**src/hdl/sapg_pkg.sv**
```systemverilog
// Shared types, widths, constants and helper functions of the pan/gain pipeline.
package sapg_pkg;

   // Field widths
   localparam int POS_W   = 32;          // Q16.16 position
   localparam int DIR_W   = 16;          // Q1.14 facing
   localparam int VOL_W   = 16;          // Q1.15 volume / gain
   localparam int MAG_W   = POS_W + 1;   // magnitude of a position difference
   localparam int NORM_W  = 15;          // normalized component magnitude
   localparam int NORM_MSB = NORM_W - 1;
   localparam int MSB_W   = 6;           // bit index into a MAG_W vector
   localparam int SQ_W    = 32;          // sum of three squared NORM_W values
   localparam int DOT_W   = 32;          // |dot product| of two normalized vectors
   localparam int ROOT_W  = 23;          // floor sqrt of a RAD_W radicand
   localparam int RAD_W   = 2 * ROOT_W;  // squared length scaled by 2^14
   localparam int REM_W   = ROOT_W + 3;  // square root partial remainder
   localparam int DEN_W   = 2 * ROOT_W;  // product of two lengths
   localparam int NUM_W   = 62;          // rounded dividend
   localparam int QUO_W   = 17;          // quotient bits before clamping
   localparam int COS_W   = 17;          // signed Q1.15 cosine, -1 .. +1
   localparam int CSR_IDX_W = 2;

   // Constants of the arithmetic: 1.0 and 0.5 in the formats used
   localparam logic [QUO_W-1:0] COS_ONE    = 17'd32768;  // 1.0 in Q1.15
   localparam logic [17:0]      PAN_OFFSET = 18'd32769;  // 1.0 plus rounding half LSB
   localparam logic [17:0]      W_OFFSET   = 18'd32768;  // 1.0 in Q1.15
   localparam logic [17:0]      W_FULL     = 18'd65536;  // 2.0 in Q1.15
   localparam logic [33:0]      VOL_HALF   = 34'd32768;  // 0.5 LSB of a Q.31 sum
   localparam logic [32:0]      GAIN_HALF  = 33'd16384;  // 0.5 LSB of a Q.30 product
   localparam logic [VOL_W-1:0] VOL_RESET  = 16'd32768;  // 1.0
   localparam logic [VOL_W-1:0] GAIN_MAX   = 16'hFFFF;
   localparam int NORM_SHIFT_BITS = 14;  // Q1.14 scale folded into the radicand

   // Register indexes
   localparam logic [CSR_IDX_W-1:0] CSR_MAX_VOLUME = 2'd0;
   localparam logic [CSR_IDX_W-1:0] CSR_MIN_VOLUME = 2'd1;

   // Pipeline latencies
   localparam int FRONT_LAT = 3;
   localparam int ISQRT_LAT = ROOT_W;
   localparam int DEN_LAT   = 1;
   localparam int DIV_LAT   = QUO_W + 2;
   localparam int MIX_LAT   = 5;
   localparam int DOT_DLY   = ISQRT_LAT + DEN_LAT;
   localparam int ZERO_DLY  = ISQRT_LAT + DEN_LAT + DIV_LAT;
   localparam int PIPE_LAT  = FRONT_LAT + ISQRT_LAT + DEN_LAT + DIV_LAT + MIX_LAT;
   localparam int DOT_PAIR_W = 2 * (DOT_W + 1);

   typedef struct packed {
      logic signed [POS_W-1:0] listener_x;
      logic signed [POS_W-1:0] listener_y;
      logic signed [POS_W-1:0] listener_z;
      logic signed [POS_W-1:0] source_x;
      logic signed [POS_W-1:0] source_y;
      logic signed [POS_W-1:0] source_z;
      logic signed [DIR_W-1:0] listener_dir_x;
      logic signed [DIR_W-1:0] listener_dir_y;
      logic signed [DIR_W-1:0] listener_dir_z;
      logic signed [DIR_W-1:0] source_dir_x;
      logic signed [DIR_W-1:0] source_dir_y;
      logic signed [DIR_W-1:0] source_dir_z;
   } sapg_req_type;

   typedef struct packed {
      logic [VOL_W-1:0] gain;
      logic [VOL_W-1:0] pan;
      logic [VOL_W-1:0] blended_volume;
      logic             zero_length;
   } sapg_rsp_type;

   // Squared lengths and dot products leaving the front end
   typedef struct packed {
      logic [SQ_W-1:0]  aa_l;
      logic [SQ_W-1:0]  aa_d;
      logic [SQ_W-1:0]  aa_s;
      logic [DOT_W-1:0] dot1_mag;
      logic             dot1_neg;
      logic [DOT_W-1:0] dot2_mag;
      logic             dot2_neg;
      logic             zero;
   } sapg_prod_type;

   // Index of the highest set bit, 0 when none
   function automatic logic [MSB_W-1:0] msb_index(input logic [MAG_W-1:0] v);
      logic [MSB_W-1:0] p;
      p = '0;
      for (int i = 0; i < MAG_W; i++) begin
         if (v[i]) p = MSB_W'(i);
      end
      return p;
   endfunction

   // Shift a magnitude so that bit p lands at NORM_MSB
   function automatic logic [NORM_W-1:0] norm_mag(input logic [MAG_W-1:0] mag,
                                                  input logic [MSB_W-1:0] p);
      logic [MAG_W-1:0] t;
      if (p >= MSB_W'(NORM_MSB)) t = mag >> (p - MSB_W'(NORM_MSB));
      else t = mag << (MSB_W'(NORM_MSB) - p);
      return t[NORM_W-1:0];
   endfunction

endpackage

```
**src/hdl/sapg_delay.sv**
```systemverilog
// Enable-gated delay line that keeps side data aligned with the pipeline.
module sapg_delay #(
   parameter int WIDTH = 1,
   parameter int DEPTH = sapg_pkg::ZERO_DLY
) (
   input  logic             clock,
   input  logic             adv,
   input  logic [WIDTH-1:0] d_in,
   output logic [WIDTH-1:0] d_out
);
   import sapg_pkg::*;

   logic [WIDTH-1:0] dly_ff [DEPTH];

   always_ff @(posedge clock) begin
      if (adv) begin
         dly_ff[0] <= d_in;
         for (int i = 1; i < DEPTH; i++) dly_ff[i] <= dly_ff[i-1];
      end
   end

   assign d_out = dly_ff[DEPTH-1];

endmodule

```
**config.mk**
```make
export PLATFORM = sky130hd
export DESIGN_NAME = sapg_delay
export DESIGN_NICKNAME = d
export VERILOG_FILES = /design/src/hdl/sapg_pkg.sv /design/src/hdl/sapg_delay.sv
export SDC_FILE = /design/constraint.sdc
export NUM_CORES = 1
export LEC_CHECK = 0
export ABC_AREA = 1
export ABC_CLOCK_PERIOD_IN_PS = 810
export BUFFER_PORTS_ARGS = -buffer_cell sky130_fd_sc_hd__clkbuf_2
export CAP_MARGIN = 20
export CORE_MARGIN = 2
export CORE_UTILIZATION = 57
export DETAILED_ROUTE_END_ITERATION = 6
export PLACE_DENSITY_LB_ADDON = 0.15
export SLEW_MARGIN = 15
export SYNTH_ARGS = -nofsm -noshare
export SYNTH_HDL_FRONTEND = slang
export SYNTH_SLANG_ARGS = --single-unit
```
**constraint.sdc**
```tcl
create_clock -name clock -period 0.81 [get_ports clock]
set_input_delay 0.0405 -clock clock [delete_from_list [all_inputs] [get_ports clock]]
set_output_delay 0.0405 -clock clock [all_outputs]
set_load 0.05 [all_outputs]
```
**Yosys cells after proc, flatten, opt, wreduce, memory -nomap -nowiden**

Memories as Yosys holds them, arrays and structs flattened.
Cells that the tools add are included.

- Mux-type cells: 2

Operators by type and width:

| operator | number |
|---|---|
| two-way mux 1 bit | 2 |

- Memories: 1
- Input port bits: 3
- Word-level logic and storage cells: 3
- Output and inout port bits: 1
- Memory bits (writable): 43
- Flip-flop bits (word level): 0

Memories:

| memory | words | bits a word | read ports | clocked after Yosys merged registers in | write ports | RTL line | source |
|---|---|---|---|---|---|---|---|
| dly_ff | 43 | 1 | 43 | 0 | 43 | sapg_delay.sv:13 | `logic [WIDTH-1:0] dly_ff [DEPTH];` |

**Depth between registers and ports, before layout**

- Depth after elaboration: 2
- Depth in mapped cells: 0
- Mapped depth without buffers: 0

**Worst setup path before layout**

No wires, ideal clock.

- Path kind: flip-flop to output port
- Start: memory dly_ff[42][0] (netlist: dly_ff[2][10])
- End: output d_out
- Arrival: 601 ps
- Data required time: 769 ps
- Path buffers: 0
- Cell stages (with the launch flop): 1
- Setup slack: 169 ps
- Cells stage by stage: edfxtp_1

RTL lines:

| item | RTL line | source |
|---|---|---|
| start: declaration | sapg_delay.sv:13 |  |
| end: declaration | sapg_delay.sv:9 | `output logic [WIDTH-1:0] d_out` |

==> results.cfg <==
[outcome]
status = finished, violations left
violations = setup timing

[worst_setup_path]
cp_slowest_cell = edfxtp_1
path_max_fanout = 1
max_stage_delay_ns = 0.38
crit_type = reg2out
endpoint_kind = output port
arrival_ns = 0.89
worstPathCellList = clkbuf_8
critPathLaunchType = flip-flop
cp_top_family = flip-flops
cp.required_ns = 0.77
critPathBufInv = 1

[clock_network]
clk_latency_ns = 0.33
cts.sinks = 43
cts_root_buf = clkbuf_4
clockBufferDepth = 2
htreeDepth = 2
clk_pin_slew_ns = 0.11
cts_tree = done
cts_inserted_buffers = 5

[final_layout]
multi_input_area_um2 = 0
drive_gt1_share_pct = 17.24
syn2layout_area_growth_pct = 12.02
final_nets = 60
stdcell_area_um2 = 1446
diodes = 0
layout_top_registers = dly_ff: 43 flops
regMostFlops = dly_ff
num-multi-input-gates = 0
largest_register_ffs = 43
fillers = 152

[yosys]
muxShareOfSynthArea_pct = 0
syn_area_um2 = 1291
syn-num-nets = 46
synthAdderAreaFrac_pct = 0
ys_ff_latch = 43
ys_seq_area_share_pct = 100.0
syn_inst = 43
yosys.area_share.xor_xnor_pct = 0
yosysWarningCount = 0
synthSimpleGateAreaFrac_pct = 0
syn_area_per_cell_um2 = 30.03
yosysUniqueCellTypes = 1
synth_compound_area_share_pct = 0

[pwr]
powerDensity_nw_per_um2 = 2462
peakVddDrop_v = 0.001422
leakage_nw = 0.4862

[grt]
gr-total-overflow = 0
grtUsageTotal_pct = 13.44
antenna_found_initial = 0
grt_max_degree = 30
grt_pass1_wl_um = 2187
grt_pass1_vias = 430

[place]
port_buffers = 3
place.gp.congestion = 0.6593
place_area_um2 = 1369
dp_hpwl_um = 679.2
pre_cts_ws_ns = 0.08098

[drt]
avgViaCountPerCell = 4.860
drcViolationCount = 0
num_vias = 418
routedWlPerCell_um = 14.34
dr.pass1.iters = 2
wl_um = 1233
drt_iter0_markers = 4
ant_nets = 0

[sta]
timing.final.crit_share_pct = 114.4
hold_viol = 0
max_freq_ghz = 1.079
slew_viol_final = 0
max_slew.worst_pin.slew_ns = 0.1379
rsz0062_at_grt = yes
fin_crit_ns = 0.9264
slew_headroom_pct = 90.77
finClkSkew_ns = 0.01037
setup_violations = 1
fin_ws_ns = -0.1164

[die]
core_area_um2 = 2170
ios = 4
die_w_um = 51.60
die-area_um2 = 2662
die_h_um = 51.60
num_rows = 17
start_util_pct = 59.52

[job]
cap_violations = 0

[min_path]
hp-class = in2reg
## layout by cell type (no fill, tap or decap)
master          n
clkinv_1        2
clkbuf_8        1
dlygate4sd3_1   2
edfxtp_1       43
clkbuf_4        5
clkbuf_1        1
clkbuf_2        2
buf_12          1
buf_4           1
## cell usage after synthesis (all sizes together)
cell type	number	share of area [%]
edfxtp	43	100
## layer usage
layer | up-vias | track usage (%) | share of wire, %
met5 | - | 0 | 0
li1 | 202 | - | -
met1 | 206 | 17.53 | 46
met2 | 8 | 17.52 | 48
met4 | 0 | 7.895 | 1.1
met3 | 2 | 7.759 | 4.5
## final timing paths
kind                                    start       endpoint  slack, ns  cells past startpoint
worst max-delay path            dly_ff[2][10]          d_out      -0.12                      1
worst min-delay path                      adv   dly_ff[0][3]       0.16                      2
worst max register to register   dly_ff[1][9]  dly_ff[1][10]       0.15                      0
worst min register to register  dly_ff[1][14]  dly_ff[1][15]       0.43                      0
## per-stage QoR
stage / total power [mW] / setup TNS [ns] / hold slack, ns / util, % / std cells
2_1_floorplan: 2.665 / 0 / 0.1394 / - / 43
3_3_place_gp: 2.733 / 0 / 0.2206 / 63.09 / 76
3_5_place_dp: 2.739 / 0 / 0.2191 / 63.09 / 76
4_1_cts: 3.626 / -0.1499 / 0.1445 / 66.67 / 86
5_1_grt: 3.752 / -0.1858 / 0.1513 / 66.67 / 86
6_report: 3.560 / -0.1164 / 0.1610 / 66.67 / 86
## power breakdown
| part | switching [mW] | total, mW | leakage, nW | internal [mW] |
|---|---|---|---|---|
| clock network | 0.539 | 0.860 | 0.0273 | 0.321 |
| registers | 0.0354 | 2.62 | 0.421 | 2.59 |
| logic | 0.0493 | 0.0777 | 0.0381 | 0.0284 |
| total | 0.624 | 3.56 | 0.486 | 2.94 |
## layout make-up
type,count,area (µm²),area share [%]
Timing Repair Buffer,7,71.32,4.931
Clock buffer,6,41.29,2.855
Clock inverter,2,7.507,0.5190
Sequential cell,43,1291,89.27
Tap cell,28,35.03,2.422
## cells by family (layout without fill, tap and decap cells)
group / after synthesis / in the layout
flops: 43 / 43
buf+inv: 0 / 15
## what timing repair did
action | 4_1_cts | 5_1_grt
buffers inserted | 0 | 0
hold buffers | 2 | 0
hold endpoints to repair | 4 | 0
setup endpoints to repair | 1 | 1
resized for setup | 2 | 0
Power figures use the tool's default switching activity.
