## src/hdl/sapg_pkg.sv

```systemverilog
// Shared types, widths, constants and helper functions of the pan/gain pipeline.
package sapg_pkg;

   // Field widths
   localparam int POS_W   = 32;          // Q16.16 position
   localparam int DIR_W   = 16;          // Q1.14 facing
   localparam int VOL_W   = 16;          // Q1.15 volume / gain
   localparam int MAG_W   = POS_W + 1;   // magnitude of a position difference
   localparam int NORM_W  = 15;          // normalized component magnitude
   localparam int NORM_MSB = NORM_W - 1;
   localparam int MSB_W   = 6;           // bit index into a MAG_W vector
   localparam int SQ_W    = 32;          // sum of three squared NORM_W values
   localparam int DOT_W   = 32;          // |dot product| of two normalized vectors
   localparam int ROOT_W  = 23;          // floor sqrt of a RAD_W radicand
   localparam int RAD_W   = 2 * ROOT_W;  // squared length scaled by 2^14
   localparam int REM_W   = ROOT_W + 3;  // square root partial remainder
   localparam int DEN_W   = 2 * ROOT_W;  // product of two lengths
   localparam int NUM_W   = 62;          // rounded dividend
   localparam int QUO_W   = 17;          // quotient bits before clamping
   localparam int COS_W   = 17;          // signed Q1.15 cosine, -1 .. +1
   localparam int CSR_IDX_W = 2;

   // Constants of the arithmetic: 1.0 and 0.5 in the formats used
   localparam logic [QUO_W-1:0] COS_ONE    = 17'd32768;  // 1.0 in Q1.15
   localparam logic [17:0]      PAN_OFFSET = 18'd32769;  // 1.0 plus rounding half LSB
   localparam logic [17:0]      W_OFFSET   = 18'd32768;  // 1.0 in Q1.15
   localparam logic [17:0]      W_FULL     = 18'd65536;  // 2.0 in Q1.15
   localparam logic [33:0]      VOL_HALF   = 34'd32768;  // 0.5 LSB of a Q.31 sum
   localparam logic [32:0]      GAIN_HALF  = 33'd16384;  // 0.5 LSB of a Q.30 product
   localparam logic [VOL_W-1:0] VOL_RESET  = 16'd32768;  // 1.0
   localparam logic [VOL_W-1:0] GAIN_MAX   = 16'hFFFF;
   localparam int NORM_SHIFT_BITS = 14;  // Q1.14 scale folded into the radicand

   // Register indexes
   localparam logic [CSR_IDX_W-1:0] CSR_MAX_VOLUME = 2'd0;
   localparam logic [CSR_IDX_W-1:0] CSR_MIN_VOLUME = 2'd1;

   // Pipeline latencies
   localparam int FRONT_LAT = 3;
   localparam int ISQRT_LAT = ROOT_W;
   localparam int DEN_LAT   = 1;
   localparam int DIV_LAT   = QUO_W + 2;
   localparam int MIX_LAT   = 5;
   localparam int DOT_DLY   = ISQRT_LAT + DEN_LAT;
   localparam int ZERO_DLY  = ISQRT_LAT + DEN_LAT + DIV_LAT;
   localparam int PIPE_LAT  = FRONT_LAT + ISQRT_LAT + DEN_LAT + DIV_LAT + MIX_LAT;
   localparam int DOT_PAIR_W = 2 * (DOT_W + 1);

   typedef struct packed {
      logic signed [POS_W-1:0] listener_x;
      logic signed [POS_W-1:0] listener_y;
      logic signed [POS_W-1:0] listener_z;
      logic signed [POS_W-1:0] source_x;
      logic signed [POS_W-1:0] source_y;
      logic signed [POS_W-1:0] source_z;
      logic signed [DIR_W-1:0] listener_dir_x;
      logic signed [DIR_W-1:0] listener_dir_y;
      logic signed [DIR_W-1:0] listener_dir_z;
      logic signed [DIR_W-1:0] source_dir_x;
      logic signed [DIR_W-1:0] source_dir_y;
      logic signed [DIR_W-1:0] source_dir_z;
   } sapg_req_type;

   typedef struct packed {
      logic [VOL_W-1:0] gain;
      logic [VOL_W-1:0] pan;
      logic [VOL_W-1:0] blended_volume;
      logic             zero_length;
   } sapg_rsp_type;

   // Squared lengths and dot products leaving the front end
   typedef struct packed {
      logic [SQ_W-1:0]  aa_l;
      logic [SQ_W-1:0]  aa_d;
      logic [SQ_W-1:0]  aa_s;
      logic [DOT_W-1:0] dot1_mag;
      logic             dot1_neg;
      logic [DOT_W-1:0] dot2_mag;
      logic             dot2_neg;
      logic             zero;
   } sapg_prod_type;

   // Index of the highest set bit, 0 when none
   function automatic logic [MSB_W-1:0] msb_index(input logic [MAG_W-1:0] v);
      logic [MSB_W-1:0] p;
      p = '0;
      for (int i = 0; i < MAG_W; i++) begin
         if (v[i]) p = MSB_W'(i);
      end
      return p;
   endfunction

   // Shift a magnitude so that bit p lands at NORM_MSB
   function automatic logic [NORM_W-1:0] norm_mag(input logic [MAG_W-1:0] mag,
                                                  input logic [MSB_W-1:0] p);
      logic [MAG_W-1:0] t;
      if (p >= MSB_W'(NORM_MSB)) t = mag >> (p - MSB_W'(NORM_MSB));
      else t = mag << (MSB_W'(NORM_MSB) - p);
      return t[NORM_W-1:0];
   endfunction

endpackage

```

## src/hdl/sapg_isqrt.sv

```systemverilog
// Pipelined floor square root, one result bit per stage.
module sapg_isqrt (
   input  logic                        clock,
   input  logic                        adv,
   input  logic [sapg_pkg::RAD_W-1:0]  rad,
   output logic [sapg_pkg::ROOT_W-1:0] root
);
   import sapg_pkg::*;

   logic [REM_W-1:0]  rem_ff  [ROOT_W];
   logic [ROOT_W-1:0] root_ff [ROOT_W];
   logic [RAD_W-1:0]  rad_ff  [ROOT_W-1];

   for (genvar g = 0; g < ROOT_W; g++) begin : g_step
      logic [REM_W-1:0]  prev_rem;
      logic [ROOT_W-1:0] prev_root;
      logic [RAD_W-1:0]  prev_rad;
      logic [REM_W+1:0]  cur;
      logic [REM_W+1:0]  trial;
      logic [REM_W-1:0]  rem_in;
      logic [ROOT_W-1:0] root_in;

      if (g == 0) begin : g_first
         assign prev_rem  = '0;
         assign prev_root = '0;
         assign prev_rad  = rad;
      end else begin : g_next
         assign prev_rem  = rem_ff[g-1];
         assign prev_root = root_ff[g-1];
         assign prev_rad  = rad_ff[g-1];
      end

      // bring down two radicand bits, try root*4+1
      always_comb begin
         cur   = {prev_rem, prev_rad[RAD_W-1 -: 2]};
         trial = {3'b000, prev_root, 2'b01};
         if (cur >= trial) begin
            rem_in  = REM_W'(cur - trial);
            root_in = {prev_root[ROOT_W-2:0], 1'b1};
         end else begin
            rem_in  = REM_W'(cur);
            root_in = {prev_root[ROOT_W-2:0], 1'b0};
         end
      end

      always_ff @(posedge clock) begin
         if (adv) begin
            rem_ff[g]  <= rem_in;
            root_ff[g] <= root_in;
         end
      end

      if (g < ROOT_W - 1) begin : g_rad
         always_ff @(posedge clock) begin
            if (adv) rad_ff[g] <= prev_rad << 2;
         end
      end
   end

   assign root = root_ff[ROOT_W-1];

endmodule

```

## config.mk

```make
export PLATFORM = sky130hd
export DESIGN_NAME = sapg_isqrt
export DESIGN_NICKNAME = d
export VERILOG_FILES = /design/src/hdl/sapg_pkg.sv /design/src/hdl/sapg_isqrt.sv
export SDC_FILE = /design/constraint.sdc
export NUM_CORES = 2
export LEC_CHECK = 0
export ABC_CLOCK_PERIOD_IN_PS = 2800
export BUFFER_PORTS_ARGS = -buffer_cell sky130_fd_sc_hd__buf_2
export CAP_MARGIN = 25
export CORE_MARGIN = 4
export CORE_UTILIZATION = 55
export CTS_CLUSTER_DIAMETER = 80
export DETAILED_ROUTE_END_ITERATION = 10
export PLACE_DENSITY = 0.84
export RECOVER_POWER = 25
export SLEW_MARGIN = 15
export SYNTH_ARGS = -nofsm -noshare
export SYNTH_HDL_FRONTEND = slang
export SYNTH_SLANG_ARGS = --single-unit
```

## constraint.sdc

```tcl
create_clock -name clock -period 2.8 [get_ports clock]
set_input_delay 0 -clock clock [delete_from_list [all_inputs] [get_ports clock]]
set_output_delay 0 -clock clock [all_outputs]
set_load 0.02 [all_outputs]
```

# Word-level counts from Yosys, hierarchy flattened
# Memories as Yosys holds them, arrays and structs flattened.
# Cells that the tools add are included.
# word_totals
ram_bits,2095
word_cells,97
mem_count,3
reg_bits,0
inputBits,48
# memory_table
memory,depth,width,rd,rd_ports_with_merged_regs,wr,line_no,source
rad_ff,22,44,22,0,22,sapg_isqrt.sv:12,logic [RAD_W-1:0] rad_ff [ROOT_W-1];
rem_ff,23,26,22,0,23,sapg_isqrt.sv:10,logic [REM_W-1:0] rem_ff [ROOT_W];
root_ff,23,23,23,0,23,sapg_isqrt.sv:11,logic [ROOT_W-1:0] root_ff [ROOT_W];
# op_classes
n_lt_le_gt_ge,23
n_addsub,23
muxes,48
# op_table
cell,n
28-bit by 25-bit >= comparator with 1-bit output,22
26-bit 2-to-1 mux,23
26-bit by 25-bit subtractor with 26-bit output,22
1-bit 2-to-1 mux,25
"2-bit by 1-bit subtractor with 3-bit output, second input constant",1
"2-bit by 1-bit >= comparator with 1-bit output, second input constant",1

# Longest topological paths before layout
# An unclocked memory read counts as a cell.
# depth
ltp_word,3
ltp_mapped,12
depth_no_buf,11

# Worst setup path before layout
# Ideal clock, no wire load.
# synth_timing
path_type,register to register
from,memory rem_ff[1][133] (netlist bit)
to,"memory rem_ff[1][181] (netlist bit), data pin"
setup_slack_ns,-0.275
required_ns,2.542
n_path_buf,0
arrival_time_ns,2.817
setup_ns,0.258
period_less_slack_ns,3.075
stages_incl_launch_ff,10
path_cell_list,edfxtp_1 > ha_1 > a211o_1 > a211o_1 > o221ai_1 > a31oi_1 > a31o_2 > a2111oi_4 > or3b_1 > xnor2_1
# synth_rtl
item,line_no
start: declaration,sapg_isqrt.sv:10

==> metrics.csv <==
metric,value,unit
synthesized area,61300,um^2
Clock Pin Slew Worst Setup and Hold Paths,0.07,ns
"Period Utilization, post-route",118,%
CP endpoint kind,flip-flop,
row cnt,122,
number of global-route vias before repair,42500,
worst slew pin tran,2.39,ns
first-pass GRT wire length,222000,um
sequential share of the synthesized area,64.6,%
VDD IR max,931,uV
antenna violation net count after detailed routing,0,
grt total ovfl,0,
Post-synth EDFFs,1319,
post-synthesis adder-cell area fraction,6.15,%
pins over their slew limit,72,
Syn Nets,5060,
smallest setup slack after layout,-0.508,ns
largest net degree at the start of global routing,112,
Syn Inst Count,4711,
"Setup violations, final",180,
ys flop type,edfxtp_1,
fin crit period,3.31,ns
Die W,342,um
share of post-route cells with drive strength above 1,27.6,%
Crit Path Max Fanout,4,
RSZ-0062 raised after global routing,yes,
outcome,finished with violations,
Post-DP HPWL,89300,um
Storage cell area,39600,um^2
multiplexer area fraction after synthesis,0.737,%
Yosys cell types,90,
worst rel slew slack,-59.0,%
most frequent cells in the layout,"edfxtp_1, buf_4, inv_1",
number of fill cells,6439,
register bit total from synthesis,1319,
fmax,302,MHz
Total Power,56.9,mW
Util after Layout,70.9,%
antenna violations before repair,1,
1st-pass router iterations,9,
post-synthesis xor/xnor area fraction,6.10,%
Num CTS Buffers,138,
Vert. Die Dim,342,um
Hold WC Path Type,input port to flip-flop,
Finished Cell Area,78500,um^2
"Avg Cell Area, Syn",13.0,um^2
final hold vios,0,
CP arrival,3.77,ns
PwrDens,725,nW/um^2
asr flop ratio synth,0,%
DRT iter0 DRCs,4427,
placed standard-cell area,68500,um^2
clock sinks,1319,
# IOs,71,
Initial Util,55.4,%
vias,44000,
IO buf count,70,
Synth Area in Simple Gates,10.2,%
GRT Total Usage,23.5,%
Synth warnings,0,
DRC viols,0,
startpoint types,flip-flop,
CTS tree,yes,
max_cap viols,1,
nets@finish,6095,
largest family of logic cells by synthesized area,simple AND/OR/NAND/NOR gates,
core area,111000,um^2
die area,117000,um^2
failing checks,"capacitance limit, slew limit, setup timing",
clk_skew,0.0616,ns
Root Driver,clkbuf_16,
Compound-Gate Fraction of Synth Area,9.48,%
P&R area growth vs syn,28.1,%
setup TNS,-21.92,ns
critical path required time,3.26,ns
Clock Tree Buf Depth,3,
multi-input logic area,23300,um^2
Setup WS pre-CTS,-0.437,ns
RD Place Congestion,0.907,
clk_lat worst skew,0.77,ns
WL/cell,21.5,um
Detailed Route WL,158000,um
H-tree depth,4,
n_diodes,0,
vias per cell,5.99,
kind of critical path,flip-flop to flip-flop,
"commonest non-fill, non-tap cell in the layout",edfxtp_1,
Pleak,31.0,nW
[through the flow]
step	hold slack (ns)	instances
finish	0.169	7346
global placement	0.177	6845
floorplan	0.0989	4711
CTS	0.0889	7253
detailed placement	0.178	6845
global route	0.168	7346
[metal layers]
layer  up-vias  track usage (%)  routed length, um
met1     21100             28.6              56400
met2      2613             41.8              80300
met3       739             3.60              11800
met5         -                0                 18
li1      19600                -                  -
met4         2             10.1               9110
[synth_stat cells, types with 45 or more instances]
cell type / instances / area, um^2
a21o_1: 87 / 653
a21oi_1: 317 / 1590
clkbuf_1: 60 / 225
edfxtp_1: 1319 / 39600
ha_1: 301 / 3770
inv_1: 356 / 1340
nand2_1: 302 / 1130
nand2b_1: 61 / 382
nand3_1: 76 / 380
nand4_1: 45 / 282
nor2_1: 337 / 1260
nor3_1: 127 / 636
nor4_1: 54 / 338
o21a_1: 54 / 405
o21ai_0: 225 / 1130
or3_1: 62 / 388
xnor2_1: 204 / 1790
xor2_1: 223 / 1950
[where the power goes]
part	internal (mW)	switching (mW)
sequential	24.6	1.63
combinational	5.89	6.78
clock	10.2	7.80
[final cells by class]
class                           count  area share (%)
Multi-Input combinational cell   2962            29.6
Inverter                          357            1.73
Timing Repair Buffer              968            10.2
Tap cell                         1488            2.37
Sequential cell                  1319            50.5
Clock inverter                     85           0.991
Clock buffer                      167            4.65
[flip-flops by register name (all words and copies together), names as in the netlist]
signal	count
rad_ff	506
rem_ff	537
root_ff	276
[timing repair]
item,CTS,global route
hold buffers,92,0
hold endpoints to repair,395,0
setup buffers,60,96
resized for setup,221,494
cloned,7,6
pin swaps,77,153
endpoints found under the setup margin,280,437
[path summary, 6_finish.rpt]
check                                     start              to  slack (ns)  cells past startpoint
worst min register to register    rad_ff[1][70]  rad_ff[1][116]        0.41                      0
worst max register to register  root_ff[0][161]    rem_ff[1][3]       -0.51                     13
worst min-delay path                    rad[45]    rem_ff[0][0]        0.17                      3
worst max-delay path            root_ff[0][161]    rem_ff[1][3]       -0.51                     13
[logic make-up after synthesis]
| group | count (synthesis) |
|---|---|
| multiplexers | 41 |
| AND/OR/NAND/NOR | 1266 |
| XOR/XNOR | 427 |
| buffers and inverters | 430 |
| other | 1 |
| AO/OA/AOI/OAI | 926 |
| adder cells (fa/ha/maj) | 301 |
| flip-flops | 1319 |
[critical path, stage by stage, from the launching register on]
cell and delay (ns):
edfxtp_1 0.38, inv_1 0.11, ha_1 0.36, nor2b_1 0.23
o21ai_0 0.21, a21oi_1 0.24, o21ai_0 0.18, a21oi_2 0.46
buf_4 0.23, nor2_4 0.05, buf_6 0.14, buf_16 0.13
nand2_2 0.14, o31ai_4 0.14
Note: power is estimated with default switching activity, not from simulation.
