### config.mk
export PLATFORM = sky130hd
export DESIGN_NAME = sapg_mix
export DESIGN_NICKNAME = d
export VERILOG_FILES = /design/src/hdl/sapg_pkg.sv /design/src/hdl/sapg_mix.sv
export SDC_FILE = /design/constraint.sdc
export NUM_CORES = 2
export LEC_CHECK = 0
export BUFFER_PORTS_ARGS = -buffer_cell sky130_fd_sc_hd__buf_4
export CAP_MARGIN = 20
export CELL_PAD_IN_SITES_DETAIL_PLACEMENT = 1
export CELL_PAD_IN_SITES_GLOBAL_PLACEMENT = 1
export CORE_AREA = 2 2 302 304
export CTS_BUF_LIST = sky130_fd_sc_hd__clkbuf_16
export CTS_CLUSTER_DIAMETER = 120
export DETAILED_ROUTE_END_ITERATION = 8
export DIE_AREA = 0 0 304 306
export PLACE_DENSITY_LB_ADDON = 0.1
export SETUP_SLACK_MARGIN = 0.5
export SYNTH_ARGS = -nofsm -noshare
export SYNTH_HDL_FRONTEND = slang
export SYNTH_SLANG_ARGS = --single-unit
### constraint.sdc
create_clock -name clock -period 10 [get_ports clock]
set_input_delay 0.5 -clock clock [delete_from_list [all_inputs] [get_ports clock]]
set_output_delay 0.5 -clock clock [all_outputs]
set_load 0.01 [all_outputs]
### src/hdl/sapg_pkg.sv
// Shared types, widths, constants and helper functions of the pan/gain pipeline.
package sapg_pkg;

   // Field widths
   localparam int POS_W   = 32;          // Q16.16 position
   localparam int DIR_W   = 16;          // Q1.14 facing
   localparam int VOL_W   = 16;          // Q1.15 volume / gain
   localparam int MAG_W   = POS_W + 1;   // magnitude of a position difference
   localparam int NORM_W  = 15;          // normalized component magnitude
   localparam int NORM_MSB = NORM_W - 1;
   localparam int MSB_W   = 6;           // bit index into a MAG_W vector
   localparam int SQ_W    = 32;          // sum of three squared NORM_W values
   localparam int DOT_W   = 32;          // |dot product| of two normalized vectors
   localparam int ROOT_W  = 23;          // floor sqrt of a RAD_W radicand
   localparam int RAD_W   = 2 * ROOT_W;  // squared length scaled by 2^14
   localparam int REM_W   = ROOT_W + 3;  // square root partial remainder
   localparam int DEN_W   = 2 * ROOT_W;  // product of two lengths
   localparam int NUM_W   = 62;          // rounded dividend
   localparam int QUO_W   = 17;          // quotient bits before clamping
   localparam int COS_W   = 17;          // signed Q1.15 cosine, -1 .. +1
   localparam int CSR_IDX_W = 2;

   // Constants of the arithmetic: 1.0 and 0.5 in the formats used
   localparam logic [QUO_W-1:0] COS_ONE    = 17'd32768;  // 1.0 in Q1.15
   localparam logic [17:0]      PAN_OFFSET = 18'd32769;  // 1.0 plus rounding half LSB
   localparam logic [17:0]      W_OFFSET   = 18'd32768;  // 1.0 in Q1.15
   localparam logic [17:0]      W_FULL     = 18'd65536;  // 2.0 in Q1.15
   localparam logic [33:0]      VOL_HALF   = 34'd32768;  // 0.5 LSB of a Q.31 sum
   localparam logic [32:0]      GAIN_HALF  = 33'd16384;  // 0.5 LSB of a Q.30 product
   localparam logic [VOL_W-1:0] VOL_RESET  = 16'd32768;  // 1.0
   localparam logic [VOL_W-1:0] GAIN_MAX   = 16'hFFFF;
   localparam int NORM_SHIFT_BITS = 14;  // Q1.14 scale folded into the radicand

   // Register indexes
   localparam logic [CSR_IDX_W-1:0] CSR_MAX_VOLUME = 2'd0;
   localparam logic [CSR_IDX_W-1:0] CSR_MIN_VOLUME = 2'd1;

   // Pipeline latencies
   localparam int FRONT_LAT = 3;
   localparam int ISQRT_LAT = ROOT_W;
   localparam int DEN_LAT   = 1;
   localparam int DIV_LAT   = QUO_W + 2;
   localparam int MIX_LAT   = 5;
   localparam int DOT_DLY   = ISQRT_LAT + DEN_LAT;
   localparam int ZERO_DLY  = ISQRT_LAT + DEN_LAT + DIV_LAT;
   localparam int PIPE_LAT  = FRONT_LAT + ISQRT_LAT + DEN_LAT + DIV_LAT + MIX_LAT;
   localparam int DOT_PAIR_W = 2 * (DOT_W + 1);

   typedef struct packed {
      logic signed [POS_W-1:0] listener_x;
      logic signed [POS_W-1:0] listener_y;
      logic signed [POS_W-1:0] listener_z;
      logic signed [POS_W-1:0] source_x;
      logic signed [POS_W-1:0] source_y;
      logic signed [POS_W-1:0] source_z;
      logic signed [DIR_W-1:0] listener_dir_x;
      logic signed [DIR_W-1:0] listener_dir_y;
      logic signed [DIR_W-1:0] listener_dir_z;
      logic signed [DIR_W-1:0] source_dir_x;
      logic signed [DIR_W-1:0] source_dir_y;
      logic signed [DIR_W-1:0] source_dir_z;
   } sapg_req_type;

   typedef struct packed {
      logic [VOL_W-1:0] gain;
      logic [VOL_W-1:0] pan;
      logic [VOL_W-1:0] blended_volume;
      logic             zero_length;
   } sapg_rsp_type;

   // Squared lengths and dot products leaving the front end
   typedef struct packed {
      logic [SQ_W-1:0]  aa_l;
      logic [SQ_W-1:0]  aa_d;
      logic [SQ_W-1:0]  aa_s;
      logic [DOT_W-1:0] dot1_mag;
      logic             dot1_neg;
      logic [DOT_W-1:0] dot2_mag;
      logic             dot2_neg;
      logic             zero;
   } sapg_prod_type;

   // Index of the highest set bit, 0 when none
   function automatic logic [MSB_W-1:0] msb_index(input logic [MAG_W-1:0] v);
      logic [MSB_W-1:0] p;
      p = '0;
      for (int i = 0; i < MAG_W; i++) begin
         if (v[i]) p = MSB_W'(i);
      end
      return p;
   endfunction

   // Shift a magnitude so that bit p lands at NORM_MSB
   function automatic logic [NORM_W-1:0] norm_mag(input logic [MAG_W-1:0] mag,
                                                  input logic [MSB_W-1:0] p);
      logic [MAG_W-1:0] t;
      if (p >= MSB_W'(NORM_MSB)) t = mag >> (p - MSB_W'(NORM_MSB));
      else t = mag << (MSB_W'(NORM_MSB) - p);
      return t[NORM_W-1:0];
   endfunction

endpackage

### src/hdl/sapg_mix.sv
// Back end: pan from the first cosine, volume blend from the second, gain product.
module sapg_mix (
   input  logic                              clock,
   input  logic                              adv,
   input  logic signed [sapg_pkg::COS_W-1:0] cos1,
   input  logic signed [sapg_pkg::COS_W-1:0] cos2,
   input  logic                              zero,
   input  logic [sapg_pkg::VOL_W-1:0]        max_volume,
   input  logic [sapg_pkg::VOL_W-1:0]        min_volume,
   output sapg_pkg::sapg_rsp_type            rsp_data
);
   import sapg_pkg::*;

   // m1: pan = (c1 + 1 + half) / 2, weight = c2 + 1
   logic [VOL_W-1:0] pan1_ff;
   logic [16:0]      w1_ff;
   logic             z1_ff;
   logic [17:0]      pan_sum;
   logic [17:0]      w_sum;

   always_comb begin
      pan_sum = {cos1[COS_W-1], cos1} + PAN_OFFSET;
      w_sum   = {cos2[COS_W-1], cos2} + W_OFFSET;
   end

   always_ff @(posedge clock) begin
      if (adv) begin
         pan1_ff <= pan_sum[16:1];
         w1_ff   <= w_sum[16:0];
         z1_ff   <= zero;
      end
   end

   // m2: weighted sum of the two volume registers
   logic [33:0]      sum2_ff;
   logic [VOL_W-1:0] pan2_ff;
   logic             z2_ff;
   logic [33:0]      sum2_in;

   always_comb begin
      logic [16:0] omw;
      omw     = 17'(W_FULL - {1'b0, w1_ff});
      sum2_in = (34'(min_volume) * 34'(omw)) + (34'(max_volume) * 34'(w1_ff));
   end

   always_ff @(posedge clock) begin
      if (adv) begin
         sum2_ff <= sum2_in;
         pan2_ff <= pan1_ff;
         z2_ff   <= z1_ff;
      end
   end

   // m3: round the blend back to Q1.15
   logic [VOL_W-1:0] vol3_ff;
   logic [VOL_W-1:0] pan3_ff;
   logic             z3_ff;
   logic [33:0]      vol_sum;

   assign vol_sum = sum2_ff + VOL_HALF;

   always_ff @(posedge clock) begin
      if (adv) begin
         vol3_ff <= vol_sum[31:16];
         pan3_ff <= pan2_ff;
         z3_ff   <= z2_ff;
      end
   end

   // m4: pan times volume
   logic [31:0]      prod4_ff;
   logic [VOL_W-1:0] vol4_ff;
   logic [VOL_W-1:0] pan4_ff;
   logic             z4_ff;

   always_ff @(posedge clock) begin
      if (adv) begin
         prod4_ff <= pan3_ff * vol3_ff;
         vol4_ff  <= vol3_ff;
         pan4_ff  <= pan3_ff;
         z4_ff    <= z3_ff;
      end
   end

   // m5: round, saturate, force zero on a degenerate vector; output register
   sapg_rsp_type rsp_ff;
   sapg_rsp_type rsp_in;

   always_comb begin
      logic [32:0] g_sum;
      logic [17:0] g;
      g_sum = {1'b0, prod4_ff} + GAIN_HALF;
      g     = g_sum[32:15];
      rsp_in.gain           = (g > 18'(GAIN_MAX)) ? GAIN_MAX : g[VOL_W-1:0];
      rsp_in.pan            = pan4_ff;
      rsp_in.blended_volume = vol4_ff;
      rsp_in.zero_length    = z4_ff;
      if (z4_ff) begin
         rsp_in.gain           = '0;
         rsp_in.pan            = '0;
         rsp_in.blended_volume = '0;
      end
   end

   always_ff @(posedge clock) begin
      if (adv) rsp_ff <= rsp_in;
   end

   assign rsp_data = rsp_ff;

endmodule

# Word-level counts from Yosys, hierarchy flattened
# Cells that the tools add are included.
# word_totals
wordCells,28
input_bits,69
reg_bits,230
output_inout_bits,49
# op_classes
muxes,1
addsub,6
multipliers,3
n_lt_le_gt_ge,1
# op_table
op,count
16-bit by 17-bit multiplier with 32-bit output,2
"17-bit adder, second input constant",2
"32-bit by 15-bit adder with 33-bit output, second input constant",1
"32-bit by 16-bit adder with 32-bit output, second input constant",1
32-bit adder,1
16-bit by 16-bit multiplier with 32-bit output,1
"18-bit by 16-bit > comparator with 1-bit output, second input constant",1
"17-bit subtractor, first input constant",1
16-bit 2-to-1 mux,1

# Logic depth before layout (Yosys ltp)
# depth
word_depth,3
depth_mapped,33
mapped_depth_nobuf,30

# Worst setup path after synthesis
# No wires, ideal clock.
# synth_path
path_kind,register to register
from,register w1_ff[3]
to,register sum2_ff[30] (data pin)
t_required_ps,9742
path_stages_with_launch,32
arrival_time_ps,7877
setup_ps,258
slack_ps,1866
period_less_slack_ps,8134
cell_sequence,edfxtp_1 -> buf_2 -> nor2_2 -> nand3_1 -> or3_1 -> buf_2 -> nand2b_4 -> nor2_1 -> xnor2_1 -> clkbuf_1 -> and2_1 -> fa_1 -> fa_1 -> inv_1 -> fa_1 -> fa_1 -> inv_1 -> fa_1 -> fa_1 -> fa_1 -> inv_1 -> fa_1 -> inv_1 -> ha_1 -> and4_1 -> and3_1 -> o211a_1 -> nor3_4 -> a21oi_2 -> or3_4 -> a41oi_2 -> xnor2_1
# synth_between
elab_chain_len,3
elab_cells_between_ends,4
cone_classes,add/sub (2); mul (2)
# synth_rtl
element,line_no,text
"start, declared",sapg_mix.sv:16,logic [16:0] w1_ff;
"start signal, assigned",sapg_mix.sv:29,w1_ff <= w_sum[16:0];
17-bit subtractor,sapg_mix.sv:42,"omw = 17'(W_FULL - {1'b0, w1_ff});"
16-bit by 17-bit multiplier with 32-bit output,sapg_mix.sv:43,sum2_in = (34'(min_volume) * 34'(omw)) + (34'(max_volume) * 34'(w1_ff));
32-bit adder *,sapg_mix.sv:43,
via sum2_in[30],sapg_mix.sv:38,logic [33:0] sum2_in;
"end signal, assigned",sapg_mix.sv:48,sum2_ff <= sum2_in;
"end, declared",sapg_mix.sv:35,logic [33:0] sum2_ff;
# Mark *: on every way through the listed nets, which the timed path passes. The rest lies on a longest branch.
# A chain may end at the register's enable or synchronous reset.

# Final worst setup path
# layout_path
from,register w1_ff[3]
to,register sum2_ff[29] (data pin)
# Same word-level chain as after synthesis.

==> flow_summary.yaml <==
grt:
  grt_max_degree: 79
  overflow: 0
  antenna_found_initial: 4
  grt_pass1_vias: 25658
  grt_usage_pct: 20.25
  grt_first_pass_wirelength_mm: 146.0
setup_path:
  max_stage_delay_ns: 0.67
  path_max_fanout: 19
  cp.required_ns: 10.31
  cp.buffers_inverters: 5
  end_kind: "register"
  cp_top_family: "adder cells"
  cp_slowest_cell: "or3_1"
  startpoint_type: "register"
  path_class: "reg -> reg"
  arrival_ns: 9.22
  critPathMostFrequentCell: "fa_1"
floorplan:
  pin_count: 118
  placementRows: 110
  dieArea_sq_um: 93020
  core_area_sq_um: 89600
  start_util_pct: 36.70
  die_y_um: 306
  die_w_um: 304
sta:
  rsz0062_at_grt: "no"
  final_hold_viol_count: 0
  setup_violations: 0
  final.setup_skew_ns: 0.008419
  period_share_pct: 89.08
  maxSlewViolCount: 0
  tightest_slew_ns: 1.047
  tns_ns: 0
  finalCriticalPeriod_ns: 8.908
  fmax_mhz: 112.3
  max_slew_margin_pct: 30.19
logic_synthesis:
  ys.flop_type: "edfxtp_1"
  synth_top_cells_by_area: "fa_1 40%, edfxtp_1 18%, ha_1 11%, and2_1 8.1%, inv_1 8.1%"
  synth_edf_count: 201
  yosys.area.top_type: "fa_1"
  async_reset_ff_share_pct: 0
  synth-warning-count: 0
  yosysMostFrequentCell: "inv_1"
  ys_ff_latch: 201
  synthCells: 3194
  syn_avg_cell_area_sq_um: 10.29
  syn-cell-area_sq_um: 32880
  ys_top_cells_by_count: "711 x inv_1, 662 x fa_1, 428 x and2_1"
  synth_cell_type_count: 58
  syn_nets: 4217
  synth-seq-area-share_pct: 18.36
  synth_top_area_share_pct: 40.31
clocking:
  cts.path.max_buffers: 3
  clock_sinks: 201
  numCtsBuffers: 27
  root_buffer: "clkbuf_16"
  clk_pin_slew_ns: 0.06
  cts_tree: "done"
  cts_resized: 0
  ctsHoldBuffers: 0
  postCtsSetupBuffers: 0
  clkLatencyLatePin_ns: 0.57
  htreeDepth: 1
flow_run:
  cap_viol_max_count: 0
detailed_routing:
  antenna_left: 0
  dr_total_vias: 21531
  firstDrtPassIters: 5
  drc_errors: 0
  drtIter0Drc: 788
  avgRoutedWirePerCell_um: 20.34
  routed_wl_mm: 90.43
  vias_per_cell: 4.842
placed_design:
  place.gp.congestion: 0.8651
  io_buffers: 117
  dp_hpwl_mm: 73.25
cells_and_area:
  seq_area_sq_um: 6036
  fill_cells: 9964
  multi_input_area_sq_um: 23700
  drive_above_1_share_pct: 6.514
  final_nets: 4274
  syn_to_final_growth_pct: 9.354
hold_path:
  min_path_type: "in -> reg"
outcome:
  outcome: "finished clean"
[placed cells by master (no fill, tap or decap), types with 6 or more instances in the layout]
cell type,count
nor2b_1,36
buf_4,152
a21oi_1,40
o21ai_0,14
nand4_1,9
nor3_1,11
nand2_1,389
nor2_1,34
ha_1,292
inv_1,711
a31oi_1,6
xor2_1,34
clkbuf_16,27
fa_1,662
xnor2_1,70
edfxtp_1,201
inv_6,8
and3_1,31
and2_1,428
a21o_1,13
nand3_1,35
[per-layer routing]
| layer | GRT usage, % | vias to the layer above | part of all wire, % |
|---|---|---|---|
| li1 | - | 9674 | - |
| met1 | 25.93 | 11459 | 44 |
| met2 | 37.05 | 287 | 51 |
| met3 | 1.617 | 111 | 2.7 |
| met4 | 4.871 | 0 | 2.4 |
| met5 | 0 | - | 0 |
[cell families (layout without fill, tap and decap cells)]
kind of cell / after synthesis / count (layout) / synth area share, %
DFF: 201 / 201 / 18.36
adders and majority gates: 954 / 954 / 51.42
AOI/OAI and AO/OA: 106 / 106 / 2.177
buffers and inverters: 836 / 912 / 9.567
other: 0 / 1 / 0
and+or+nand+nor: 993 / 993 / 15.71
xor gates and xnor gates: 104 / 104 / 2.770
[registers in the layout, summed over array words and instances (netlist names)]
register and count:
vol3_ff 16, w1_ff 17, z4_ff 1, z3_ff 1
prod4_ff 18, sum2_ff 17, pan1_ff 16, z2_ff 1
z1_ff 1, vol4_ff 16, pan4_ff 16, pan3_ff 16
pan2_ff 16, rsp_data 49
[final timing paths]
check                                          start                    end  slack (ns)  depth (start not counted)
worst max-delay path              w1_ff[3]$_DFFE_PP_  sum2_ff[29]$_DFFE_PP_        1.09                         29
worst min register to register  pan2_ff[0]$_DFFE_PP_   pan3_ff[0]$_DFFE_PP_        0.42                          0
worst min-delay path                            zero        z1_ff$_DFFE_PP_        0.11                          1
worst max register to register    w1_ff[3]$_DFFE_PP_  sum2_ff[29]$_DFFE_PP_        1.09                         29
[worst register-to-register path: cells and delay by family (launching register included)]
family	cells	cell delay [ns]
and+or+nand+nor	10	2.70
DFF	1	0.41
xor gates and xnor gates	2	0.24
buffers and inverters	5	0.47
AOI/OAI and AO/OA	3	0.52
adders and majority gates	9	4.31
[area by class of cell]
type                       instances  share of cell area (%)
inverter                         711                   7.423
tap                             1176                   4.092
timing repair buffer             153                   3.215
clock buffer                      27                   1.879
clock inverter                    21                  0.6855
multi-input combinational       2157                   65.91
sequential                       201                   16.79
antenna                            1                0.006960
[metrics by stage]
stage / setup slack, ns / hold WS (ns) / instance area [sq um] / util [%] / instances
2_1_floorplan: 1.866 / 0.4003 / 32880 / - / 3194
3_3_place_gp: 1.073 / 0.4002 / 35020 / 39.09 / 4397
3_5_place_dp: 0.9207 / 0.4052 / 35030 / 39.10 / 4398
4_1_cts: 0.9172 / 0.07103 / 35950 / 40.13 / 4446
5_1_grt: 0.6959 / 0.08212 / 35950 / 40.13 / 4446
6_report: 1.092 / 0.1111 / 35950 / 40.13 / 4447
Power is not shown: default switching activity piles up to over one toggle a cycle in this logic, so the estimate is an artifact.
