--- config.mk ---
export PLATFORM = sky130hd
export DESIGN_NAME = sapg_div
export DESIGN_NICKNAME = d
export VERILOG_FILES = /design/src/hdl/sapg_pkg.sv /design/src/hdl/sapg_div.sv
export SDC_FILE = /design/constraint.sdc
export NUM_CORES = 2
export LEC_CHECK = 0
export ABC_CLOCK_PERIOD_IN_PS = 13150
export BUFFER_PORTS_ARGS = -buffer_cell sky130_fd_sc_hd__clkbuf_2
export CORE_MARGIN = 2
export CORE_UTILIZATION = 60
export DETAILED_ROUTE_END_ITERATION = 7
export PLACE_DENSITY = 0.83
export SLEW_MARGIN = 25
export SYNTH_ARGS = -nofsm -noshare
export SYNTH_HDL_FRONTEND = slang
export SYNTH_SLANG_ARGS = --single-unit
--- constraint.sdc ---
create_clock -name clock -period 13.15 [get_ports clock]
set_input_delay 0.6575 -clock clock [delete_from_list [all_inputs] [get_ports clock]]
set_output_delay 0.6575 -clock clock [all_outputs]
set_load 0.005 [all_outputs]
--- src/hdl/sapg_pkg.sv ---
// Shared types, widths, constants and helper functions of the pan/gain pipeline.
package sapg_pkg;

   // Field widths
   localparam int POS_W   = 32;          // Q16.16 position
   localparam int DIR_W   = 16;          // Q1.14 facing
   localparam int VOL_W   = 16;          // Q1.15 volume / gain
   localparam int MAG_W   = POS_W + 1;   // magnitude of a position difference
   localparam int NORM_W  = 15;          // normalized component magnitude
   localparam int NORM_MSB = NORM_W - 1;
   localparam int MSB_W   = 6;           // bit index into a MAG_W vector
   localparam int SQ_W    = 32;          // sum of three squared NORM_W values
   localparam int DOT_W   = 32;          // |dot product| of two normalized vectors
   localparam int ROOT_W  = 23;          // floor sqrt of a RAD_W radicand
   localparam int RAD_W   = 2 * ROOT_W;  // squared length scaled by 2^14
   localparam int REM_W   = ROOT_W + 3;  // square root partial remainder
   localparam int DEN_W   = 2 * ROOT_W;  // product of two lengths
   localparam int NUM_W   = 62;          // rounded dividend
   localparam int QUO_W   = 17;          // quotient bits before clamping
   localparam int COS_W   = 17;          // signed Q1.15 cosine, -1 .. +1
   localparam int CSR_IDX_W = 2;

   // Constants of the arithmetic: 1.0 and 0.5 in the formats used
   localparam logic [QUO_W-1:0] COS_ONE    = 17'd32768;  // 1.0 in Q1.15
   localparam logic [17:0]      PAN_OFFSET = 18'd32769;  // 1.0 plus rounding half LSB
   localparam logic [17:0]      W_OFFSET   = 18'd32768;  // 1.0 in Q1.15
   localparam logic [17:0]      W_FULL     = 18'd65536;  // 2.0 in Q1.15
   localparam logic [33:0]      VOL_HALF   = 34'd32768;  // 0.5 LSB of a Q.31 sum
   localparam logic [32:0]      GAIN_HALF  = 33'd16384;  // 0.5 LSB of a Q.30 product
   localparam logic [VOL_W-1:0] VOL_RESET  = 16'd32768;  // 1.0
   localparam logic [VOL_W-1:0] GAIN_MAX   = 16'hFFFF;
   localparam int NORM_SHIFT_BITS = 14;  // Q1.14 scale folded into the radicand

   // Register indexes
   localparam logic [CSR_IDX_W-1:0] CSR_MAX_VOLUME = 2'd0;
   localparam logic [CSR_IDX_W-1:0] CSR_MIN_VOLUME = 2'd1;

   // Pipeline latencies
   localparam int FRONT_LAT = 3;
   localparam int ISQRT_LAT = ROOT_W;
   localparam int DEN_LAT   = 1;
   localparam int DIV_LAT   = QUO_W + 2;
   localparam int MIX_LAT   = 5;
   localparam int DOT_DLY   = ISQRT_LAT + DEN_LAT;
   localparam int ZERO_DLY  = ISQRT_LAT + DEN_LAT + DIV_LAT;
   localparam int PIPE_LAT  = FRONT_LAT + ISQRT_LAT + DEN_LAT + DIV_LAT + MIX_LAT;
   localparam int DOT_PAIR_W = 2 * (DOT_W + 1);

   typedef struct packed {
      logic signed [POS_W-1:0] listener_x;
      logic signed [POS_W-1:0] listener_y;
      logic signed [POS_W-1:0] listener_z;
      logic signed [POS_W-1:0] source_x;
      logic signed [POS_W-1:0] source_y;
      logic signed [POS_W-1:0] source_z;
      logic signed [DIR_W-1:0] listener_dir_x;
      logic signed [DIR_W-1:0] listener_dir_y;
      logic signed [DIR_W-1:0] listener_dir_z;
      logic signed [DIR_W-1:0] source_dir_x;
      logic signed [DIR_W-1:0] source_dir_y;
      logic signed [DIR_W-1:0] source_dir_z;
   } sapg_req_type;

   typedef struct packed {
      logic [VOL_W-1:0] gain;
      logic [VOL_W-1:0] pan;
      logic [VOL_W-1:0] blended_volume;
      logic             zero_length;
   } sapg_rsp_type;

   // Squared lengths and dot products leaving the front end
   typedef struct packed {
      logic [SQ_W-1:0]  aa_l;
      logic [SQ_W-1:0]  aa_d;
      logic [SQ_W-1:0]  aa_s;
      logic [DOT_W-1:0] dot1_mag;
      logic             dot1_neg;
      logic [DOT_W-1:0] dot2_mag;
      logic             dot2_neg;
      logic             zero;
   } sapg_prod_type;

   // Index of the highest set bit, 0 when none
   function automatic logic [MSB_W-1:0] msb_index(input logic [MAG_W-1:0] v);
      logic [MSB_W-1:0] p;
      p = '0;
      for (int i = 0; i < MAG_W; i++) begin
         if (v[i]) p = MSB_W'(i);
      end
      return p;
   endfunction

   // Shift a magnitude so that bit p lands at NORM_MSB
   function automatic logic [NORM_W-1:0] norm_mag(input logic [MAG_W-1:0] mag,
                                                  input logic [MSB_W-1:0] p);
      logic [MAG_W-1:0] t;
      if (p >= MSB_W'(NORM_MSB)) t = mag >> (p - MSB_W'(NORM_MSB));
      else t = mag << (MSB_W'(NORM_MSB) - p);
      return t[NORM_W-1:0];
   endfunction

endpackage

--- src/hdl/sapg_div.sv ---
// Pipelined rounded divider producing a clamped signed Q1.15 cosine.
module sapg_div (
   input  logic                              clock,
   input  logic                              adv,
   input  logic [sapg_pkg::DOT_W-1:0]        dot_mag,
   input  logic                              dot_neg,
   input  logic [sapg_pkg::DEN_W-1:0]        den,
   output logic signed [sapg_pkg::COS_W-1:0] cos_q15
);
   import sapg_pkg::*;

   localparam int CMP_W = NUM_W + 1;

   logic [NUM_W-1:0] rem_ff [QUO_W+1];
   logic [DEN_W-1:0] den_ff [QUO_W+1];
   logic [QUO_W-1:0] quo_ff [QUO_W+1];
   logic             neg_ff [QUO_W+1];
   logic             sat_ff [QUO_W+1];

   // setup: dividend = |dot| * 2^29 + den/2, overflow check against den * 2^17
   logic [NUM_W-1:0] num_in;
   logic             sat_in;

   always_comb begin
      num_in = {dot_mag, 29'd0} + NUM_W'(den >> 1);
      sat_in = CMP_W'(num_in) >= (CMP_W'(den) << QUO_W);
   end

   always_ff @(posedge clock) begin
      if (adv) begin
         rem_ff[0] <= num_in;
         den_ff[0] <= den;
         quo_ff[0] <= '0;
         neg_ff[0] <= dot_neg;
         sat_ff[0] <= sat_in;
      end
   end

   // restoring steps, quotient bit QUO_W-1-g in step g
   for (genvar g = 0; g < QUO_W; g++) begin : g_step
      logic [CMP_W-1:0] dsh;
      logic [NUM_W-1:0] rem_in;
      logic [QUO_W-1:0] quo_in;

      always_comb begin
         dsh    = CMP_W'(den_ff[g]) << (QUO_W - 1 - g);
         rem_in = rem_ff[g];
         quo_in = quo_ff[g];
         if (CMP_W'(rem_ff[g]) >= dsh) begin
            rem_in = NUM_W'(CMP_W'(rem_ff[g]) - dsh);
            quo_in[QUO_W-1-g] = 1'b1;
         end
      end

      always_ff @(posedge clock) begin
         if (adv) begin
            rem_ff[g+1] <= rem_in;
            den_ff[g+1] <= den_ff[g];
            quo_ff[g+1] <= quo_in;
            neg_ff[g+1] <= neg_ff[g];
            sat_ff[g+1] <= sat_ff[g];
         end
      end
   end

   // clamp to one and apply the sign
   logic signed [COS_W-1:0] cos_ff;
   logic signed [COS_W-1:0] cos_in;

   always_comb begin
      logic [QUO_W-1:0] q;
      q = quo_ff[QUO_W];
      if (sat_ff[QUO_W] || (q > COS_ONE)) q = COS_ONE;
      cos_in = neg_ff[QUO_W] ? -$signed(q) : $signed(q);
   end

   always_ff @(posedge clock) begin
      if (adv) cos_ff <= cos_in;
   end

   assign cos_q15 = cos_ff;

endmodule

# Yosys cells after proc, flatten, opt, wreduce, memory -nomap -nowiden
# Memories as Yosys holds them, arrays and structs flattened.
# Index checks and enable logic that the tools add are counted.
# Widths: inputs -> output; s select.
[op_classes]
mux = 38
add_sub_neg = 19
order_cmp = 19
reduce_logical = 1
[ops]
columns = ["operator", "count"]
rows = [
  ["$mux 62", 17],
  ["$ge 62x63->1", 1],
  ["$add 61x45->62", 1],
  ["$ge 62x46->1", 1],
  ["$ge 62x47->1", 1],
  ["$ge 62x48->1", 1],
  ["$ge 62x49->1", 1],
  ["$ge 62x50->1", 1],
  ["$ge 62x51->1", 1],
  ["$ge 62x52->1", 1],
  ["$ge 62x53->1", 1],
  ["$ge 62x54->1", 1],
  ["$ge 62x55->1", 1],
  ["$ge 62x56->1", 1],
  ["$ge 62x57->1", 1],
  ["$ge 62x58->1", 1],
  ["$ge 62x59->1", 1],
  ["$ge 62x60->1", 1],
  ["$ge 62x61->1", 1],
  ["$ge 62x62->1", 1],
  ["$sub 62x46->62", 1],
  ["$sub 62x47->62", 1],
  ["$sub 62x48->62", 1],
  ["$sub 62x49->62", 1],
  ["other kinds (18)", 37],
]
[totals]
wordCells = 83
inputBits = 81
ramBits = 2286
mem_count = 5
out_inout_bits = 17
ff_bits = 17
[mem_list]
columns = ["memory", "words", "width", "read_ports", "rd_clocked_by_memory_dff", "write_ports", "line", "rtl"]
rows = [
  ["rem_ff", 18, 62, 17, 0, 18, "sapg_div.sv:14", "logic [NUM_W-1:0] rem_ff [QUO_W+1];"],
  ["den_ff", 18, 46, 17, 0, 18, "sapg_div.sv:15", "logic [DEN_W-1:0] den_ff [QUO_W+1];"],
  ["quo_ff", 18, 17, 18, 0, 18, "sapg_div.sv:16", "logic [QUO_W-1:0] quo_ff [QUO_W+1];"],
  ["neg_ff", 18, 1, 18, 0, 18, "sapg_div.sv:17", "logic neg_ff [QUO_W+1];"],
  ["sat_ff", 18, 1, 18, 0, 18, "sapg_div.sv:18", "logic sat_ff [QUO_W+1];"],
]

# Longest topological paths before layout
# An unclocked memory read counts as a cell.
[logic_depth]
ltp_word = 6
depth_mapped = 23
depth_no_buf = 22

# Least setup slack after synthesis
# OpenSTA, ideal clock, no wires.
[synth_timing]
path_kind = "input port to flip-flop"
start = "input port dot_mag[0] (netlist bit)"
end = "memory sat_ff[0] (data pin)"
t_arrival_ns = 4.383
setup_slack_ns = 8.506
required_time_ns = 12.889
n_path_buf = 1
cell_stages = 23
setup_ns = 0.261
path_cell_list = "ha_1 fa_1 a21o_1 a21oi_1 o21ai_0 a21oi_1 o211ai_1 a21oi_1 o21a_1 o21a_1 clkbuf_1 nor3_1 xor2_1 ha_1 a21o_1 a21o_1 a21oi_1 nor2b_1 o21ai_0 nand2b_1 a21oi_1 nor2_1 a221o_1"
[synth_lines]
columns = ["item", "line", "rtl"]
rows = [
  ["start, declared", "sapg_div.sv:5", "input logic [sapg_pkg::DOT_W-1:0] dot_mag,"],
  ["end, declared", "sapg_div.sv:18", ""],
]

==> impl_metrics.env <==
export IMPL_outcome="complete, no violations"
export IMPL_cp_required_ns=13.69
export IMPL_postSynthCellCount=11400
export IMPL_drt_iter0_drc=9518
export IMPL_slew_headroom=0.190
export IMPL_grt_pass1_wl_um=513000
export IMPL_path_class="flop to flop"
export IMPL_drive_gt1_frac=0.0577
export IMPL_post_route_min_period_ns=5.33
export IMPL_crit_arrival_ns=5.87
export IMPL_drc=0
export IMPL_vias=89700
export IMPL_cts_root_buffer="clkbuf_16"
export IMPL_fp_dieW_um=443
export IMPL_synth_cell_area_um2=116000
export IMPL_netlist_top_cells_area="edfxtp_1, ha_1, a21oi_1"
export IMPL_ys_ff_latch=1877
export IMPL_clkTransAtPathRegs_ns=0.06
export IMPL_clock_path_buffers=3
export IMPL_hold_class="input pin to flop"
export IMPL_setup_violations=0
export IMPL_synth_net_count=12400
export IMPL_grt_ovfl_total=0
export IMPL_drt_pass1_iter_count=6
export IMPL_multi_input_area_um2=54100
export IMPL_die_h_um=443
export IMPL_htree_num_levels=4
export IMPL_post_cts_buffers=0
export IMPL_grt_pass1_vias=86000
export IMPL_finalMaxSlewViolations=0
export IMPL_fin_crit_sh=0.405
export IMPL_busiest_layer="met2"
export IMPL_fin_util=0.654
export IMPL_finalSetupTns_ns=0
export IMPL_worst_pin_slew_ns=1.20
export IMPL_start_kind="flop"
export IMPL_die_area_um2=197000
export IMPL_synth_warnings=0
export IMPL_via_per_inst=6.35
export IMPL_max_cap_violations=0
export IMPL_timing_critical_path_mode_cell="a21oi_1"
export IMPL_slowest_stage="nor3_2"
export IMPL_fillers=15000
export IMPL_irDropWorstVdd_v=0.000166
export IMPL_worstSkewPairLatency_ns=0.89
export IMPL_antenna_found_initial=19
export IMPL_synth_edf_count=1877
export IMPL_yosysTopAreaCell="edfxtp_1"
export IMPL_clock_skew_ns=0.0407
export IMPL_cp_cell_sequence="inv_1 > ha_1 > a21oi_1 > nor3b_1 > a21o_1 > o2111ai_1 > nand4_1 > a211o_1 > a21oi_1 > nor3_2 > buf_4 > o21ai_0"
export IMPL_final_antenna_net_count=0
export IMPL_placementRows=161
export IMPL_yosysMostFrequentCell="edfxtp_1"
export IMPL_dpl_hpwl_um=266000
export IMPL_finalWeightedCongestion=1.04
export IMPL_drt_wirelength_per_cell_um=24.2
export IMPL_seqCellArea_um2=56400
export IMPL_use_met3=0.0502
export IMPL_synth_main_ff_cell="edfxtp_1"
export IMPL_ys_seq_area_frac=0.487
export IMPL_synthTopCellsByCount="edfxtp_1, a21oi_1, inv_1"
export IMPL_start_util=0.603
export IMPL_cp_num_buf_inv=2
export IMPL_nets=12400
export IMPL_syn_avg_cell_area_um2=10.1
export IMPL_use_met1=0.414
export IMPL_hold_viol_final=0
export IMPL_rsz0062_at_grt="false"
export IMPL_clock_fmax_ghz=0.188
export IMPL_clock_sinks=1877
export IMPL_cp_end_kind="flop"
export IMPL_grt_max_degree=176
export IMPL_core_um2=192000
export IMPL_power_per_cell_area_nw_per_um2=236
export IMPL_routed_wirelength_um=341000
export IMPL_async_flop_share=0
export IMPL_gr_usage_all_layers=0.338
export IMPL_numCtsBuffers=200
export IMPL_synth_top_area_share=0.487
export IMPL_power_leakage_nw=50.3
export IMPL_io_pins=98
export IMPL_cts_tree="done"
export IMPL_synth_cell_type_count=97
export IMPL_cpLargestDelayFamily="compound AO/OA/AOI/OAI gates"
export IMPL_slowest_delay_ns=0.80
export IMPL_port_buffers=97
export IMPL_crit_fanout=78
export IMPL_grtUsageMet2=0.576
export IMPL_area_growth_pct=8.52
sequential cells by signal, indices dropped and copies added (netlist names):
signal	count
den_ff	751
sat_ff	18
cos_q15	17
quo_ff	153
rem_ff	920
neg_ff	18
kinds of logic after synthesis:
family | Yosys count | share of synthesized area
adders and majority gates | 861 | 0.0941
DFF | 1877 | 0.487
muxes | 104 | 0.00997
buffers and inverters | 1450 | 0.0475
AOI/OAI and AO/OA | 3316 | 0.176
and+or+nand+nor | 3039 | 0.126
xor gates and xnor gates | 801 | 0.0606
metrics by stage:
stage	cells	setup slack [ns]	hold WS (ns)	cell area [um2]	power [mW]
after floorplan	11400	8.51	0.400	116000	19.3
after global placement	13700	7.79	0.400	118000	23.2
after detailed placement	13700	7.89	0.405	118000	23.4
after CTS	14100	7.91	0.00252	126000	29.4
after global routing	14100	7.61	0.0409	126000	31.2
final	14100	7.82	0.0585	126000	29.6
what timing repair did:
action	CTS	global route
endpoints found under the hold margin	31	0
resized for setup	0	0
hold buffers	31	0
worst paths after layout:
path / start / end / depth (start not counted) / slack (ns)
worst min-delay path: den[25] / den_ff[0][25] / 1 / 0.06
worst max-delay path: den_ff[5][3] / rem_ff[6][22] / 12 / 7.82
worst min register to register: quo_ff[9][15] / quo_ff[10][15] / 0 / 0.41
worst max register to register: den_ff[5][3] / rem_ff[6][22] / 12 / 7.82
where the power goes:
part | total [mW] | internal (mW) | switching (mW) | leakage, nW
clock network | 5.87 | 3.41 | 2.46 | 3.27
registers | 10.1 | 8.83 | 1.26 | 18.2
logic | 13.7 | 5.31 | 8.34 | 28.8
total | 29.6 | 17.6 | 12.1 | 50.3
cells in the final DEF, fill, tap and decap left out, types with 91 or more instances in the layout:
cell | netlist | layout
nand4_1 | 246 | 246
mux2_2 | 91 | 91
nor2b_1 | 108 | 108
nand2_1 | 998 | 997
nor3_1 | 161 | 160
ha_1 | 844 | 844
o21bai_1 | 132 | 131
nand2b_1 | 100 | 100
edfxtp_1 | 1877 | 1877
xor2_1 | 340 | 340
nand3_1 | 177 | 177
xnor2_1 | 461 | 461
o21ai_0 | 846 | 846
nor4_1 | 95 | 92
clkbuf_2 | 0 | 96
clkbuf_16 | 0 | 202
a21o_1 | 419 | 418
o21a_1 | 117 | 115
a21oi_1 | 1141 | 1140
nor2_1 | 762 | 761
inv_1 | 1028 | 1028
area by class of cell:
type	count	share of cell area
Sequential cell	1877	0.448
Multi-Input combinational cell	8121	0.431
Antenna cell	15	0.000299
Inverter	1032	0.0308
Clock inverter	133	0.0133
Tap cell	2526	0.0251
Timing Repair Buffer	179	0.0104
Clock buffer	235	0.0412
per-layer routing:
metal	up-vias	share of wire
met2	3804	0.49
li1	42000	-
met1	43000	0.39
met4	16	0.061
met5	-	0.00031
met3	912	0.066
Note: power is estimated with default switching activity, not from simulation.
